### src/sv/crfr_pkg.sv
// ----------------------------------------------------------------------------
// crfr_pkg
// Types, codes and helpers shared by the card reader frame responder.
// ----------------------------------------------------------------------------
`default_nettype none

package crfr_pkg;

   // frame bytes
   localparam logic [7:0] BYTE_SOF       = 8'h02;
   localparam logic [7:0] BYTE_CMD_POLL  = 8'h01;
   localparam logic [7:0] BYTE_CMD_CARD  = 8'h0a;
   localparam logic [7:0] BYTE_ZERO      = 8'h00;
   localparam logic [7:0] BYTE_REPLY_DIR = 8'h01;
   localparam logic [7:0] BYTE_TRAILER   = 8'h18;
   localparam logic [7:0] BYTE_CENT_20   = 8'h20;
   localparam logic [7:0] BYTE_CENT_21   = 8'h21;

   localparam int CardBytes  = 9;
   localparam int ReplyBytes = 13;

   localparam logic [3:0] POS_HDR0      = 4'd0;
   localparam logic [3:0] POS_HDR1      = 4'd1;
   localparam logic [3:0] POS_HDR2      = 4'd2;
   localparam logic [3:0] POS_DATA0     = 4'd3;
   localparam logic [3:0] POS_CARD_CHK  = 4'd12;
   localparam logic [3:0] POS_SAT       = 4'd13;
   localparam logic [3:0] IDX_REPLY_END = 4'(ReplyBytes - 1);
   localparam logic [3:0] IDX_CARD_END  = 4'(CardBytes - 1);
   localparam logic [6:0] YEAR_CENTURY  = 7'd100;

   typedef enum logic [1:0] {
      FK_UNKNOWN,
      FK_POLL,
      FK_CARD,
      FK_BAD
   } frame_kind_type;

   typedef enum logic [1:0] {
      OC_PENDING,
      OC_DONE,
      OC_CHECK
   } outcome_type;

   typedef enum logic [1:0] {
      KIND_REPLY,
      KIND_CARD,
      KIND_STATUS
   } item_kind_type;

   typedef enum logic [1:0] {
      ST_IDLE,
      ST_REPLY,
      ST_CARD,
      ST_STATUS
   } state_type;

   typedef struct packed {
      logic          load;
      logic          step;
      logic          clear_idx;
      item_kind_type sel;
   } dp_cmd_type;

   typedef struct packed {
      logic dec_reply;
      logic dec_status;
      logic card_go;
      logic reply_last;
      logic card_last;
   } dp_status_type;

   // binary to bcd for values below 100, quotient by reciprocal 205/2048
   function automatic logic [7:0] to_bcd(input logic [6:0] v);
      logic [14:0] prod;
      logic [3:0]  q;
      logic [6:0]  r;
      prod = {8'd0, v} * 15'd205;
      q    = prod[14:11];
      r    = v - ({3'd0, q} * 7'd10);
      return {q, r[3:0]};
   endfunction

endpackage

`default_nettype wire

### src/sv/crfr_ifs.sv
// ----------------------------------------------------------------------------
// crfr channel interfaces
// Request and response channels with valid/ready handshake.
// ----------------------------------------------------------------------------
`default_nettype none

interface crfr_req_if;
   logic       valid;
   logic       ready;
   logic [7:0] rx_byte;
   logic       chunk_end;
   logic [6:0] clock_year;
   logic [3:0] clock_month;
   logic [4:0] clock_day;
   logic [4:0] clock_hour;
   logic [5:0] clock_minute;
   logic [5:0] clock_second;

   modport source (
      output valid, rx_byte, chunk_end, clock_year, clock_month, clock_day,
             clock_hour, clock_minute, clock_second,
      input  ready
   );
   modport sink (
      input  valid, rx_byte, chunk_end, clock_year, clock_month, clock_day,
             clock_hour, clock_minute, clock_second,
      output ready
   );
endinterface

interface crfr_rsp_if;
   logic       valid;
   logic       ready;
   logic [1:0] item_kind;
   logic [7:0] payload;
   logic       error_code;
   logic       run_last;

   modport source (
      output valid, item_kind, payload, error_code, run_last,
      input  ready
   );
   modport sink (
      input  valid, item_kind, payload, error_code, run_last,
      output ready
   );
endinterface

`default_nettype wire

### src/sv/crfr_dp.sv
// ----------------------------------------------------------------------------
// crfr_dp
// Frame parser state, card byte store, clock capture and result selection.
// ----------------------------------------------------------------------------
`default_nettype none

module crfr_dp (
   input  wire logic                   clock,
   input  wire logic                   reset,
   input  wire crfr_pkg::dp_cmd_type   cmd,
   output crfr_pkg::dp_status_type     sts,
   input  wire logic [7:0]             rx_byte,
   input  wire logic                   chunk_end,
   input  wire logic [6:0]             clock_year,
   input  wire logic [3:0]             clock_month,
   input  wire logic [4:0]             clock_day,
   input  wire logic [4:0]             clock_hour,
   input  wire logic [5:0]             clock_minute,
   input  wire logic [5:0]             clock_second,
   output logic [7:0]                  payload,
   output logic                        error_code
);

   logic [3:0]               pos_ff, pos_in;
   logic [7:0]               check_ff, check_in;
   crfr_pkg::frame_kind_type kind_ff, kind_in;
   crfr_pkg::outcome_type    outcome_ff, outcome_in;
   logic                     card_go_ff, card_go_in;
   logic                     code_ff, code_in;
   logic [3:0]               idx_ff, idx_in;
   logic [7:0]               card_ff [0:crfr_pkg::CardBytes-1];

   logic [6:0] year_ff;
   logic [3:0] month_ff;
   logic [4:0] day_ff;
   logic [4:0] hour_ff;
   logic [5:0] minute_ff;
   logic [5:0] second_ff;

   logic       active;
   logic       dec_reply, dec_card, card_wr;
   logic [3:0] card_wr_idx;

   // ---- frame decision for the byte on the request port
   always_comb begin
      active     = (outcome_ff == crfr_pkg::OC_PENDING) && (kind_ff != crfr_pkg::FK_BAD);
      kind_in    = kind_ff;
      check_in   = check_ff;
      outcome_in = outcome_ff;
      dec_reply  = 1'b0;
      dec_card   = 1'b0;
      card_wr    = 1'b0;
      if (active) begin
         unique case (pos_ff)
            crfr_pkg::POS_HDR0: begin
               if (rx_byte != crfr_pkg::BYTE_SOF) kind_in = crfr_pkg::FK_BAD;
            end
            crfr_pkg::POS_HDR1: begin
               if (rx_byte == crfr_pkg::BYTE_CMD_POLL) kind_in = crfr_pkg::FK_POLL;
               else if (rx_byte == crfr_pkg::BYTE_CMD_CARD) kind_in = crfr_pkg::FK_CARD;
               else kind_in = crfr_pkg::FK_BAD;
               check_in = rx_byte;
            end
            crfr_pkg::POS_HDR2: begin
               if (rx_byte != crfr_pkg::BYTE_ZERO) kind_in = crfr_pkg::FK_BAD;
               check_in = check_ff ^ rx_byte;
            end
            default: begin
               if (kind_ff == crfr_pkg::FK_POLL) begin
                  if (rx_byte == check_ff) begin
                     dec_reply  = 1'b1;
                     outcome_in = crfr_pkg::OC_DONE;
                  end else begin
                     outcome_in = crfr_pkg::OC_CHECK;
                  end
               end else if (kind_ff == crfr_pkg::FK_CARD) begin
                  if (pos_ff < crfr_pkg::POS_CARD_CHK) begin
                     card_wr  = 1'b1;
                     check_in = check_ff ^ rx_byte;
                  end else if (rx_byte == check_ff) begin
                     dec_reply  = 1'b1;
                     dec_card   = 1'b1;
                     outcome_in = crfr_pkg::OC_DONE;
                  end else begin
                     outcome_in = crfr_pkg::OC_CHECK;
                  end
               end
            end
         endcase
      end
      pos_in = (active && (pos_ff < crfr_pkg::POS_SAT)) ? pos_ff + 4'd1 : pos_ff;
      card_wr_idx = pos_ff - crfr_pkg::POS_DATA0;
      card_go_in  = dec_card;
      code_in     = (outcome_in == crfr_pkg::OC_CHECK);
   end

   always_comb begin
      sts.dec_reply  = dec_reply;
      sts.dec_status = chunk_end && (outcome_in != crfr_pkg::OC_DONE);
      sts.card_go    = card_go_ff;
      sts.reply_last = (idx_ff == crfr_pkg::IDX_REPLY_END);
      sts.card_last  = (idx_ff == crfr_pkg::IDX_CARD_END);
   end

   always_comb begin
      if (cmd.load || cmd.clear_idx) idx_in = 4'd0;
      else if (cmd.step) idx_in = idx_ff + 4'd1;
      else idx_in = idx_ff;
   end

   always_ff @(posedge clock) begin
      if (reset) begin
         pos_ff     <= 4'd0;
         check_ff   <= 8'd0;
         kind_ff    <= crfr_pkg::FK_UNKNOWN;
         outcome_ff <= crfr_pkg::OC_PENDING;
         card_go_ff <= 1'b0;
         code_ff    <= 1'b0;
         idx_ff     <= 4'd0;
      end else begin
         idx_ff <= idx_in;
         if (cmd.load) begin
            card_go_ff <= card_go_in;
            code_ff    <= code_in;
            // chunk end starts a fresh chunk
            if (chunk_end) begin
               pos_ff     <= 4'd0;
               check_ff   <= 8'd0;
               kind_ff    <= crfr_pkg::FK_UNKNOWN;
               outcome_ff <= crfr_pkg::OC_PENDING;
            end else begin
               pos_ff     <= pos_in;
               check_ff   <= check_in;
               kind_ff    <= kind_in;
               outcome_ff <= outcome_in;
            end
         end
      end
   end

   // card store and clock capture, no reset
   always_ff @(posedge clock) begin
      if (cmd.load && card_wr) card_ff[card_wr_idx] <= rx_byte;
      if (cmd.load) begin
         year_ff   <= clock_year;
         month_ff  <= clock_month;
         day_ff    <= clock_day;
         hour_ff   <= clock_hour;
         minute_ff <= clock_minute;
         second_ff <= clock_second;
      end
   end

   // ---- reply byte assembly
   logic [7:0] cent_b, yy_b, mo_b, dy_b, hr_b, mi_b, se_b, xor_b, reply_b;
   logic [6:0] yy_bin;

   always_comb begin
      if (year_ff >= crfr_pkg::YEAR_CENTURY) begin
         cent_b = crfr_pkg::BYTE_CENT_21;
         yy_bin = year_ff - crfr_pkg::YEAR_CENTURY;
      end else begin
         cent_b = crfr_pkg::BYTE_CENT_20;
         yy_bin = year_ff;
      end
      yy_b  = crfr_pkg::to_bcd(yy_bin);
      mo_b  = crfr_pkg::to_bcd({3'd0, month_ff});
      dy_b  = crfr_pkg::to_bcd({2'd0, day_ff});
      hr_b  = crfr_pkg::to_bcd({2'd0, hour_ff});
      mi_b  = crfr_pkg::to_bcd({1'd0, minute_ff});
      se_b  = crfr_pkg::to_bcd({1'd0, second_ff});
      xor_b = crfr_pkg::BYTE_CMD_CARD ^ crfr_pkg::BYTE_REPLY_DIR ^ cent_b ^ yy_b ^ mo_b
            ^ dy_b ^ hr_b ^ mi_b ^ se_b ^ crfr_pkg::BYTE_TRAILER ^ crfr_pkg::BYTE_ZERO;
      unique case (idx_ff)
         4'd0:    reply_b = crfr_pkg::BYTE_SOF;
         4'd1:    reply_b = crfr_pkg::BYTE_CMD_CARD;
         4'd2:    reply_b = crfr_pkg::BYTE_REPLY_DIR;
         4'd3:    reply_b = cent_b;
         4'd4:    reply_b = yy_b;
         4'd5:    reply_b = mo_b;
         4'd6:    reply_b = dy_b;
         4'd7:    reply_b = hr_b;
         4'd8:    reply_b = mi_b;
         4'd9:    reply_b = se_b;
         4'd10:   reply_b = crfr_pkg::BYTE_TRAILER;
         4'd11:   reply_b = crfr_pkg::BYTE_ZERO;
         default: reply_b = xor_b;
      endcase
   end

   always_comb begin
      payload    = 8'd0;
      error_code = 1'b0;
      unique case (cmd.sel)
         crfr_pkg::KIND_REPLY:  payload = reply_b;
         crfr_pkg::KIND_CARD:   payload = card_ff[idx_ff];
         crfr_pkg::KIND_STATUS: error_code = code_ff;
         default:               payload = 8'd0;
      endcase
   end

endmodule

`default_nettype wire

### src/sv/crfr_ctrl.sv
// ----------------------------------------------------------------------------
// crfr_ctrl
// Sequencer for accepting bytes and emitting reply, card and status results.
// ----------------------------------------------------------------------------
`default_nettype none

module crfr_ctrl (
   input  wire logic                    clock,
   input  wire logic                    reset,
   input  wire logic                    req_valid,
   output logic                         req_ready,
   output logic                         rsp_valid,
   input  wire logic                    rsp_ready,
   output logic                         run_last,
   output crfr_pkg::dp_cmd_type         cmd,
   input  wire crfr_pkg::dp_status_type sts
);

   crfr_pkg::state_type state_ff, state_in;
   logic                accept, sent;

   assign accept = req_valid && req_ready;
   assign sent   = rsp_valid && rsp_ready;

   // next state
   always_comb begin
      state_in = state_ff;
      unique case (state_ff)
         crfr_pkg::ST_IDLE: begin
            if (accept) begin
               if (sts.dec_reply) state_in = crfr_pkg::ST_REPLY;
               else if (sts.dec_status) state_in = crfr_pkg::ST_STATUS;
            end
         end
         crfr_pkg::ST_REPLY: begin
            if (sent && sts.reply_last)
               state_in = sts.card_go ? crfr_pkg::ST_CARD : crfr_pkg::ST_IDLE;
         end
         crfr_pkg::ST_CARD: begin
            if (sent && sts.card_last) state_in = crfr_pkg::ST_IDLE;
         end
         crfr_pkg::ST_STATUS: begin
            if (sent) state_in = crfr_pkg::ST_IDLE;
         end
         default: state_in = crfr_pkg::ST_IDLE;
      endcase
   end

   // outputs
   always_comb begin
      req_ready     = 1'b0;
      rsp_valid     = 1'b0;
      run_last      = 1'b0;
      cmd.load      = 1'b0;
      cmd.step      = 1'b0;
      cmd.clear_idx = 1'b0;
      cmd.sel       = crfr_pkg::KIND_REPLY;
      unique case (state_ff)
         crfr_pkg::ST_IDLE: begin
            req_ready = 1'b1;
            cmd.load  = accept;
         end
         crfr_pkg::ST_REPLY: begin
            rsp_valid     = 1'b1;
            run_last      = sts.reply_last && !sts.card_go;
            cmd.step      = sent && !sts.reply_last;
            cmd.clear_idx = sent && sts.reply_last;
         end
         crfr_pkg::ST_CARD: begin
            rsp_valid     = 1'b1;
            run_last      = sts.card_last;
            cmd.sel       = crfr_pkg::KIND_CARD;
            cmd.step      = sent && !sts.card_last;
            cmd.clear_idx = sent && sts.card_last;
         end
         crfr_pkg::ST_STATUS: begin
            rsp_valid = 1'b1;
            run_last  = 1'b1;
            cmd.sel   = crfr_pkg::KIND_STATUS;
         end
         default: req_ready = 1'b0;
      endcase
   end

   always_ff @(posedge clock) begin
      if (reset) begin
         state_ff <= crfr_pkg::ST_IDLE;
      end else begin
         state_ff <= state_in;
      end
   end

endmodule

`default_nettype wire

### src/sv/card_reader_frame_responder.sv
// The first result of an accepted byte is valid in the cycle after the transfer.
// A byte with no result leaves the input ready; a byte with n results (up to 22 for a card
// reply) sends one result per cycle from the single output port, stalled by the sink.
// One byte is in work at a time; the next is taken once its last result is transferred.
// Reset (synchronous): clears the chunk parser and sequencer; card byte store is not
// cleared and is only read after a full card frame has written it.
// ----------------------------------------------------------------------------
// card_reader_frame_responder
// Checks poll and card frames in serial read chunks and emits replies,
// captured card bytes and error status.
// ----------------------------------------------------------------------------
`default_nettype none

module card_reader_frame_responder (
   input wire logic   clock,
   input wire logic   reset,
   crfr_req_if.sink   req_if,
   crfr_rsp_if.source rsp_if
);

   crfr_pkg::dp_cmd_type    cmd;
   crfr_pkg::dp_status_type sts;
   logic                    req_ready;
   logic                    rsp_valid;
   logic                    run_last;
   logic [7:0]              payload;
   logic                    error_code;

   crfr_ctrl u_ctrl (
      .clock     (clock),
      .reset     (reset),
      .req_valid (req_if.valid),
      .req_ready (req_ready),
      .rsp_valid (rsp_valid),
      .rsp_ready (rsp_if.ready),
      .run_last  (run_last),
      .cmd       (cmd),
      .sts       (sts)
   );

   crfr_dp u_dp (
      .clock        (clock),
      .reset        (reset),
      .cmd          (cmd),
      .sts          (sts),
      .rx_byte      (req_if.rx_byte),
      .chunk_end    (req_if.chunk_end),
      .clock_year   (req_if.clock_year),
      .clock_month  (req_if.clock_month),
      .clock_day    (req_if.clock_day),
      .clock_hour   (req_if.clock_hour),
      .clock_minute (req_if.clock_minute),
      .clock_second (req_if.clock_second),
      .payload      (payload),
      .error_code   (error_code)
   );

   assign req_if.ready      = req_ready;
   assign rsp_if.valid      = rsp_valid;
   assign rsp_if.item_kind  = cmd.sel;
   assign rsp_if.payload    = payload;
   assign rsp_if.error_code = error_code;
   assign rsp_if.run_last   = run_last;

endmodule

`default_nettype wire

### src/flat_wrapper.sv
// flat-port wrapper written by rule: the top's interface ports become plain ports
module card_reader_frame_responder_flat 
  (clock, reset, req_if_valid, req_if_rx_byte, req_if_chunk_end, req_if_clock_year, req_if_clock_month, req_if_clock_day, req_if_clock_hour, req_if_clock_minute, req_if_clock_second, req_if_ready, rsp_if_valid, rsp_if_item_kind, rsp_if_payload, rsp_if_error_code, rsp_if_run_last, rsp_if_ready);
  crfr_req_if req_if_i ();
  crfr_rsp_if rsp_if_i ();
  input wire logic clock;
  input wire logic reset;
  input wire logic [$bits(req_if_i.valid)-1:0] req_if_valid;
  input wire logic [$bits(req_if_i.rx_byte)-1:0] req_if_rx_byte;
  input wire logic [$bits(req_if_i.chunk_end)-1:0] req_if_chunk_end;
  input wire logic [$bits(req_if_i.clock_year)-1:0] req_if_clock_year;
  input wire logic [$bits(req_if_i.clock_month)-1:0] req_if_clock_month;
  input wire logic [$bits(req_if_i.clock_day)-1:0] req_if_clock_day;
  input wire logic [$bits(req_if_i.clock_hour)-1:0] req_if_clock_hour;
  input wire logic [$bits(req_if_i.clock_minute)-1:0] req_if_clock_minute;
  input wire logic [$bits(req_if_i.clock_second)-1:0] req_if_clock_second;
  output wire logic [$bits(req_if_i.ready)-1:0] req_if_ready;
  output wire logic [$bits(rsp_if_i.valid)-1:0] rsp_if_valid;
  output wire logic [$bits(rsp_if_i.item_kind)-1:0] rsp_if_item_kind;
  output wire logic [$bits(rsp_if_i.payload)-1:0] rsp_if_payload;
  output wire logic [$bits(rsp_if_i.error_code)-1:0] rsp_if_error_code;
  output wire logic [$bits(rsp_if_i.run_last)-1:0] rsp_if_run_last;
  input wire logic [$bits(rsp_if_i.ready)-1:0] rsp_if_ready;
  assign req_if_i.valid = req_if_valid;
  assign req_if_i.rx_byte = req_if_rx_byte;
  assign req_if_i.chunk_end = req_if_chunk_end;
  assign req_if_i.clock_year = req_if_clock_year;
  assign req_if_i.clock_month = req_if_clock_month;
  assign req_if_i.clock_day = req_if_clock_day;
  assign req_if_i.clock_hour = req_if_clock_hour;
  assign req_if_i.clock_minute = req_if_clock_minute;
  assign req_if_i.clock_second = req_if_clock_second;
  assign req_if_ready = req_if_i.ready;
  assign rsp_if_valid = rsp_if_i.valid;
  assign rsp_if_item_kind = rsp_if_i.item_kind;
  assign rsp_if_payload = rsp_if_i.payload;
  assign rsp_if_error_code = rsp_if_i.error_code;
  assign rsp_if_run_last = rsp_if_i.run_last;
  assign rsp_if_i.ready = rsp_if_ready;
  card_reader_frame_responder u_core (.clock(clock), .reset(reset), .req_if(req_if_i), .rsp_if(rsp_if_i));
endmodule
### config.mk
export PLATFORM = sky130hd
export DESIGN_NAME = card_reader_frame_responder_flat
export DESIGN_NICKNAME = d
export VERILOG_FILES = /design/src/sv/crfr_pkg.sv /design/src/sv/crfr_ifs.sv /design/src/sv/crfr_dp.sv /design/src/sv/crfr_ctrl.sv /design/src/sv/card_reader_frame_responder.sv /design/src/flat_wrapper.sv
export SDC_FILE = /design/constraint.sdc
export NUM_CORES = 1
export LEC_CHECK = 0
export ABC_CLOCK_PERIOD_IN_PS = 9100
export BUFFER_PORTS_ARGS = -buffer_cell sky130_fd_sc_hd__buf_2
export CORE_ASPECT_RATIO = 1.25
export CORE_MARGIN = 5
export CORE_UTILIZATION = 60
export DETAILED_ROUTE_END_ITERATION = 12
export GPL_TIMING_DRIVEN = 0
export PLACE_DENSITY = 0.75
export SYNTH_ARGS = -nofsm -noshare
export SYNTH_HDL_FRONTEND = slang
export SYNTH_SLANG_ARGS = --single-unit
export TNS_END_PERCENT = 30
### constraint.sdc
create_clock -name clock -period 9.1 [get_ports clock]
set_clock_uncertainty 0.1 [all_clocks]
set_input_delay 1.82 -clock clock [delete_from_list [all_inputs] [get_ports clock]]
set_output_delay 1.82 -clock clock [all_outputs]
set_load 0.01 [all_outputs]
### Word level (Yosys, flattened, before mapping)

Memories as Yosys holds them, arrays and structs flattened. A register that Yosys moved wholly into a read port is not among the register bits.
Index checks and enable logic that the tools add are counted.

* register bits: 57
* memory bits (writable): 72
* input bits: 46
* output and inout port bits: 14
* word-level logic and storage cells: 178
* memories kept: 1

* $add $sub $neg: 10
* multiply operators: 12
* order comparisons: 3
* equal/unequal tests: 37
* multiplexer cells: 59
* bitwise logic cells: 9
* reductions and logical operators: 33

Memories
* u_core.u_dp.card_ff: words 9, bits a word 8, read ports 1, clocked after memory_dff 1, wr ports 1, RTL line crfr_dp.sv:31 `logic [7:0] card_ff [0:crfr_pkg::CardBytes-1];`

Operator list (count)
* case mux 8 bit (12 select lines): 1
* 2-to-1 mux 8 bit: 5
* 2-to-1 mux 2 bit: 19
* multiplier 6 x 8 -> 14 bit, second input constant: 2
* multiplier 5 x 8 -> 13 bit, second input constant: 2
* case mux 8 bit (3 select lines): 1
* subtractor 4 bit: 6
* 2-to-1 mux 1 bit: 22
* equality test 4 bit, second input constant: 5
* equality test 4 x 3 -> 1 bit, second input constant: 4
* 2-to-1 mux 4 bit: 4
* case mux 8 bit (2 select lines): 1
* XOR 8 x 6 -> 8 bit: 2
* XOR 8 x 7 -> 8 bit: 2
* XOR 8 bit: 2
* multiplier 7 x 8 -> 15 bit, second input constant: 1
* equality test 4 x 2 -> 1 bit, second input constant: 3
* multiplier 4 x 8 -> 12 bit, second input constant: 1
* inequality test 2 bit, second input constant: 6
* nonzero test 4 bit: 3
* logical AND 1 bit: 11
* equality test 2 bit, second input constant: 5
* AND reduction 5 bit: 2
* adder 4 x 1 -> 4 bit, second input constant: 2
* 36 further kinds: 51

### Longest topological paths before layout

* depth in word-level cells: 14
* gate-level depth with buffers: 25
* mapped depth without buffers: 25

### By module

A second synthesis with hierarchy kept.

* cells, all modules: 939
* area, all modules: 10293.6 µm²

By module, submodules not included
* crfr_dp: instances 1, cells an instance 903, area each 9985.8 µm², sequential area each 3673.5 µm²
* crfr_ctrl: instances 1, cells an instance 36, area each 307.8 µm², sequential area each 40.0 µm²

### Least setup slack after synthesis

Ideal clock, no wire load.

* path type: flip-flop to output port
* start: register u_core.u_dp.year_ff[3]
* end: output rsp_if_payload[3]
* arrival: 5.814 ns
* required time: 7.180 ns
* setup slack: 1.366 ns
* cell stages (with the launch flop): 26
* path buffers: 0
* cells stage by stage: edfxtp_1 -> inv_1 -> ha_1 -> nor3b_2 -> nor2_1 -> nor2_1 -> nand2_1 -> xnor2_1 -> ha_1 -> fa_1 -> ha_1 -> inv_1 -> fa_1 -> inv_1 -> ha_1 -> nand4_1 -> nor3_1 -> a211oi_4 -> xnor2_1 -> ha_1 -> fa_1 -> xnor2_1 -> xnor2_2 -> xnor2_1 -> xor3_1 -> a211oi_2

* cells in the longest elaborated chain, start to end: 14
* elaborated cells on any way between the ends: 15
* classes of those cells: 2 x add/sub; 2 x mul; 1 x order compare; 3 x mux; 7 x bitwise

RTL lines
* from (decl): RTL line crfr_dp.sv:33 `logic [6:0] year_ff;`
* from (signal assigned): RTL line crfr_dp.sv:145 `year_ff <= clock_year;`
* subtractor 7 bit / >= comparator 7 bit (equally long branches): RTL line crfr_dp.sv:161, crfr_dp.sv:159
* 2-to-1 mux 7 bit *: RTL line crfr_dp.sv:159 `if (year_ff >= crfr_pkg::YEAR_CENTURY) begin`
* multiplier 7 x 8 -> 15 bit: RTL line crfr_pkg.sv:78 `prod = {8'd0, v} * 15'd205;`
* multiplier 4 x 3 -> 3 bit: RTL line crfr_pkg.sv:80 `r = v - ({3'd0, q} * 7'd10);`
* subtractor 4 bit *: RTL line crfr_pkg.sv:80
* XOR 8 bit: RTL line crfr_dp.sv:172 `xor_b = crfr_pkg::BYTE_CMD_CARD ^ crfr_pkg::BYTE_REPLY_DIR ^ cent_b ^ yy_b ^ mo_b`
* XOR 8 x 5 -> 8 bit: RTL line crfr_dp.sv:172
* XOR 8 x 6 -> 8 bit (2 in series): RTL line crfr_dp.sv:173 `^ dy_b ^ hr_b ^ mi_b ^ se_b ^ crfr_pkg::BYTE_TRAILER ^ crfr_pkg::BYTE_ZERO;`
* XOR 8 x 7 -> 8 bit (2 in series): RTL line crfr_dp.sv:173
* inverter 2 bit (no line)
* case mux 8 bit (12 select lines) *: RTL line crfr_dp.sv:174 `unique case (idx_ff)`
* case mux 8 bit (2 select lines) *: RTL line crfr_dp.sv:194 `unique case (cmd.sel)`
* to (decl): RTL line flat_wrapper.sv:20 `output wire logic [$bits(rsp_if_i.payload)-1:0] rsp_if_payload;`

Mark *: on every way between the ends. The rest lies on a longest branch, timed or not.

### Worst setup path after layout

* start: register u_core.u_dp.year_ff[2]
* end: output rsp_if_payload[3]

The elaborated chain is that of the path after synthesis.

==> impl_metrics.csv <==
group,metric,value,unit
cts,insertion_delay,0.43,ns
worst_setup_path,worstPathRequired,7.18,ns
cts,cts_max_level,4,
layout,finalInstanceArea,11600,um^2
cts,cts_buffers,17,
worst_setup_path,crit_type,"flip-flop to output pin",
placement,gp_congestion,0.905,
route,wl_met1,8700,um
route,first_iter_violations,332,
floorplan,rows,53,
cts,cts_tree,"done",
synth,ys_warn_count,0,
layout,final_cell_mix,"164 x ha_1, 111 x inv_1, 105 x edfxtp_1, 64 x nor2_1, 60 x buf_2",
route,wl_met2,12100,um
layout,diodes,0,
layout,stdcell_count,1260,
sta,fin_crit_sh,0.956,
placement,placed_area,10900,um^2
layout,layout_commonest_cell,"ha_1",
worst_setup_path,cp.arrival,6.78,ns
synth,synth_seq_area_share,0.359,
placement,place_inst,1226,
placement,port_buffers,58,
synth,synth.net_count,1187,
synth,syn_area,10300,um^2
sta,report.final.setup_viol,0,
power,leakage,4.96,nW
cts,cts.sinks,133,
layout,nNetsFinal,1266,
sta,holdWs,0.370,ns
worst_setup_path,start_kind,"flip-flop",
synth,synth_flop_cell,"edfxtp_1",
grt,grt_overflow,0,
job,maxCapViolCount,0,
worst_setup_path,cp_slowest_cell,"fa_1",
route,vias,7341,
grt,grt_first_pass_wirelength,36800,um
route,dr_wl_met3,912,um
sta,worst_slew_pin_slew,0.928,ns
floorplan,fp.dieW,127,um
route,drtPass1Iterations,6,
floorplan,die_h,157,um
floorplan,initial_core_util,0.612,
power,ir_worst_vdd,0.357,mV
sta,final_hold_viol_count,0,
power,power,0.00506,W
route,via_per_inst,5.83,
synth,avgSynthCellArea,10.9,um^2
grt,grt_pass1_vias,7553,
route,post_drt_wl_per_cell,17.9,um
sta,max_clock_freq,115,MHz
grt,grt_start_max_net_pins,40,
layout,synthToLayoutAreaGrowth,11.9,%
synth,syn_inst,948,
floorplan,core_region_area,16900,um^2
synth,synth_cell_types,72,
sta,setup_tns,0,ns
worst_setup_path,critPathMaxFanout,5,
grt,grt_antenna_before_repair,0,
layout,drive_above_1_share,0.133,
sta,min_period,8.70,ns
cts,hold_buffers,0,
route,drc,0,
sta,maxSlewViolCount,0,
synth,synth_seq_cells,133,
sta,relSlewSlack,0.379,
worst_hold_path,min_from,"u_core.u_dp.card_go_ff",
route,drtAntennaViolNets,0,
worst_setup_path,worstReg2RegStart,"u_core.u_ctrl.state_ff[1]",
power,power_density,437,nW/um^2
floorplan,die_area,20000,um^2
floorplan,pin_count,60,
route,wl,22500,um
worst_setup_path,slowest_delay,0.51,ns
worst_setup_path,path_cells,"or3_4, nor2_2, nor2_2, a21boi_0, ha_1, ha_1, fa_1, inv_1, fa_1, inv_1, ha_1, a31oi_1, nor2_1, a211oi_4, o21bai_1, xor2_1, fa_1, xnor2_2, xnor2_2, xnor2_1, xor3_1, a211oi_2, buf_2",
worst_setup_path,crit_start,"u_core.u_dp.year_ff[2]",
grt,groute.usage.overall,0.232,
worst_setup_path,cp-end-kind,"output pin",
status,status,"finished, final reports clean",
worst_hold_path,min_path_type,"flip-flop to flip-flop",
placement,dp_hpwl,17000,um
synth,async_flop_share,0,
cts,cts_root_buf,"clkbuf_16",
cts,cts.path.max_buffers,2,
synth,synth_edf_count,105,
route,top_layer,"met4",
cts,path_clk_slew,0.07,ns
[area by class of cell]
| class | count | area (um^2) |
|---|---|---|
| Timing Repair Buffer | 60 | 305 |
| Clock buffer | 17 | 425 |
| Buffer | 24 | 104 |
| Inverter | 112 | 420 |
| Multi-Input combinational cell | 679 | 6140 |
| Clock inverter | 15 | 199 |
| Fill cell | 1320 | 5330 |
| Sequential cell | 133 | 3710 |
| Tap cell | 220 | 275 |
[critical path: cells and delay by family (launching register included)]
| kind | cells | cell delay (ns) |
|---|---|---|
| flip-flops | 1 | 0.44 |
| buffers and inverters | 3 | 0.29 |
| AO/OA/AOI/OAI | 5 | 1.27 |
| XOR/XNOR | 5 | 1.14 |
| AND/OR/NAND/NOR | 4 | 0.82 |
| adder cells (fa/ha/maj) | 6 | 2.39 |
[synth_stat cells (all sizes together) (5+ instances only)]
master / instances / area (um^2)
a31oi: 5 / 31.3
a21boi: 6 / 45.0
and2: 9 / 56.3
nor2: 66 / 248
inv: 112 / 420
o21ai: 21 / 105
buf: 7 / 40.0
edfxtp: 105 / 3150
nor2b: 6 / 37.5
nor3: 12 / 60.1
dfxtp: 28 / 561
clkbuf: 17 / 63.8
mux2i: 12 / 120
fa: 29 / 581
o22ai: 7 / 43.8
a21o: 5 / 37.5
nand3b: 12 / 90.1
a221oi: 5 / 43.8
a21oi: 53 / 265
or2: 7 / 43.8
nand3: 11 / 55.1
nand2b: 6 / 37.5
nand4: 15 / 93.8
ha: 164 / 2050
mux4: 16 / 360
a211oi: 8 / 77.6
xor2: 29 / 254
xnor2: 48 / 428
nand2: 52 / 195
[state kept, by name (all words and copies together) (netlist names), named ones only]
name                    cells
u_core.u_ctrl.state_ff      2
u_core.u_dp.card_ff        72
u_core.u_dp.card_go_ff      1
u_core.u_dp.check_ff        8
u_core.u_dp.code_ff         1
u_core.u_dp.day_ff          5
u_core.u_dp.hour_ff         5
u_core.u_dp.idx_ff          4
u_core.u_dp.kind_ff         2
u_core.u_dp.minute_ff       6
u_core.u_dp.month_ff        4
u_core.u_dp.outcome_ff      2
u_core.u_dp.pos_ff          4
u_core.u_dp.second_ff       6
u_core.u_dp.year_ff         7
[worst paths after layout]
path	endpoint	slack, ns	depth (start not counted)
setup reg to reg	u_core.u_dp.card_ff[4][6]	5.38	8
hold reg to reg	u_core.u_dp.card_go_ff	0.37	2
hold / removal	u_core.u_dp.card_go_ff	0.37	2
setup / recovery	rsp_if_payload[3]	0.40	23
[metrics by stage]
step	setup WS, ns	utilization
3_3_place_gp	0.551	0.645
6_report	0.403	0.685
3_5_place_dp	0.474	0.645
2_1_floorplan	1.37	-
5_1_grt	-0.0135	0.685
4_1_cts	0.114	0.682
[where the power goes]
group | switching [W] | internal, W
clock network | 0.000306 | 0.000420
logic | 0.00180 | 0.00174
registers | 0.0000774 | 0.000720
total | 0.00218 | 0.00288
[layer usage]
layer	up-vias	global-route usage
li1	3573	-
met1	3522	0.263
met2	193	0.433
met3	53	0.0352
met4	0	0.0945
met5	-	0
[cell families after synthesis]
group,after synthesis,synth area share
mux,30,0.0486
simple gates,215,0.103
fa+ha+maj,193,0.254
compound gates,158,0.105
buf+inv,136,0.0507
xor+xnor,83,0.0792
flops,133,0.359
[timing repair]
item	CTS	global route
gates resized for setup	1	5
setup buffers	0	2
endpoints found under the setup margin	1	2
pin swaps	0	2
(Power assumes the default switching activity.)
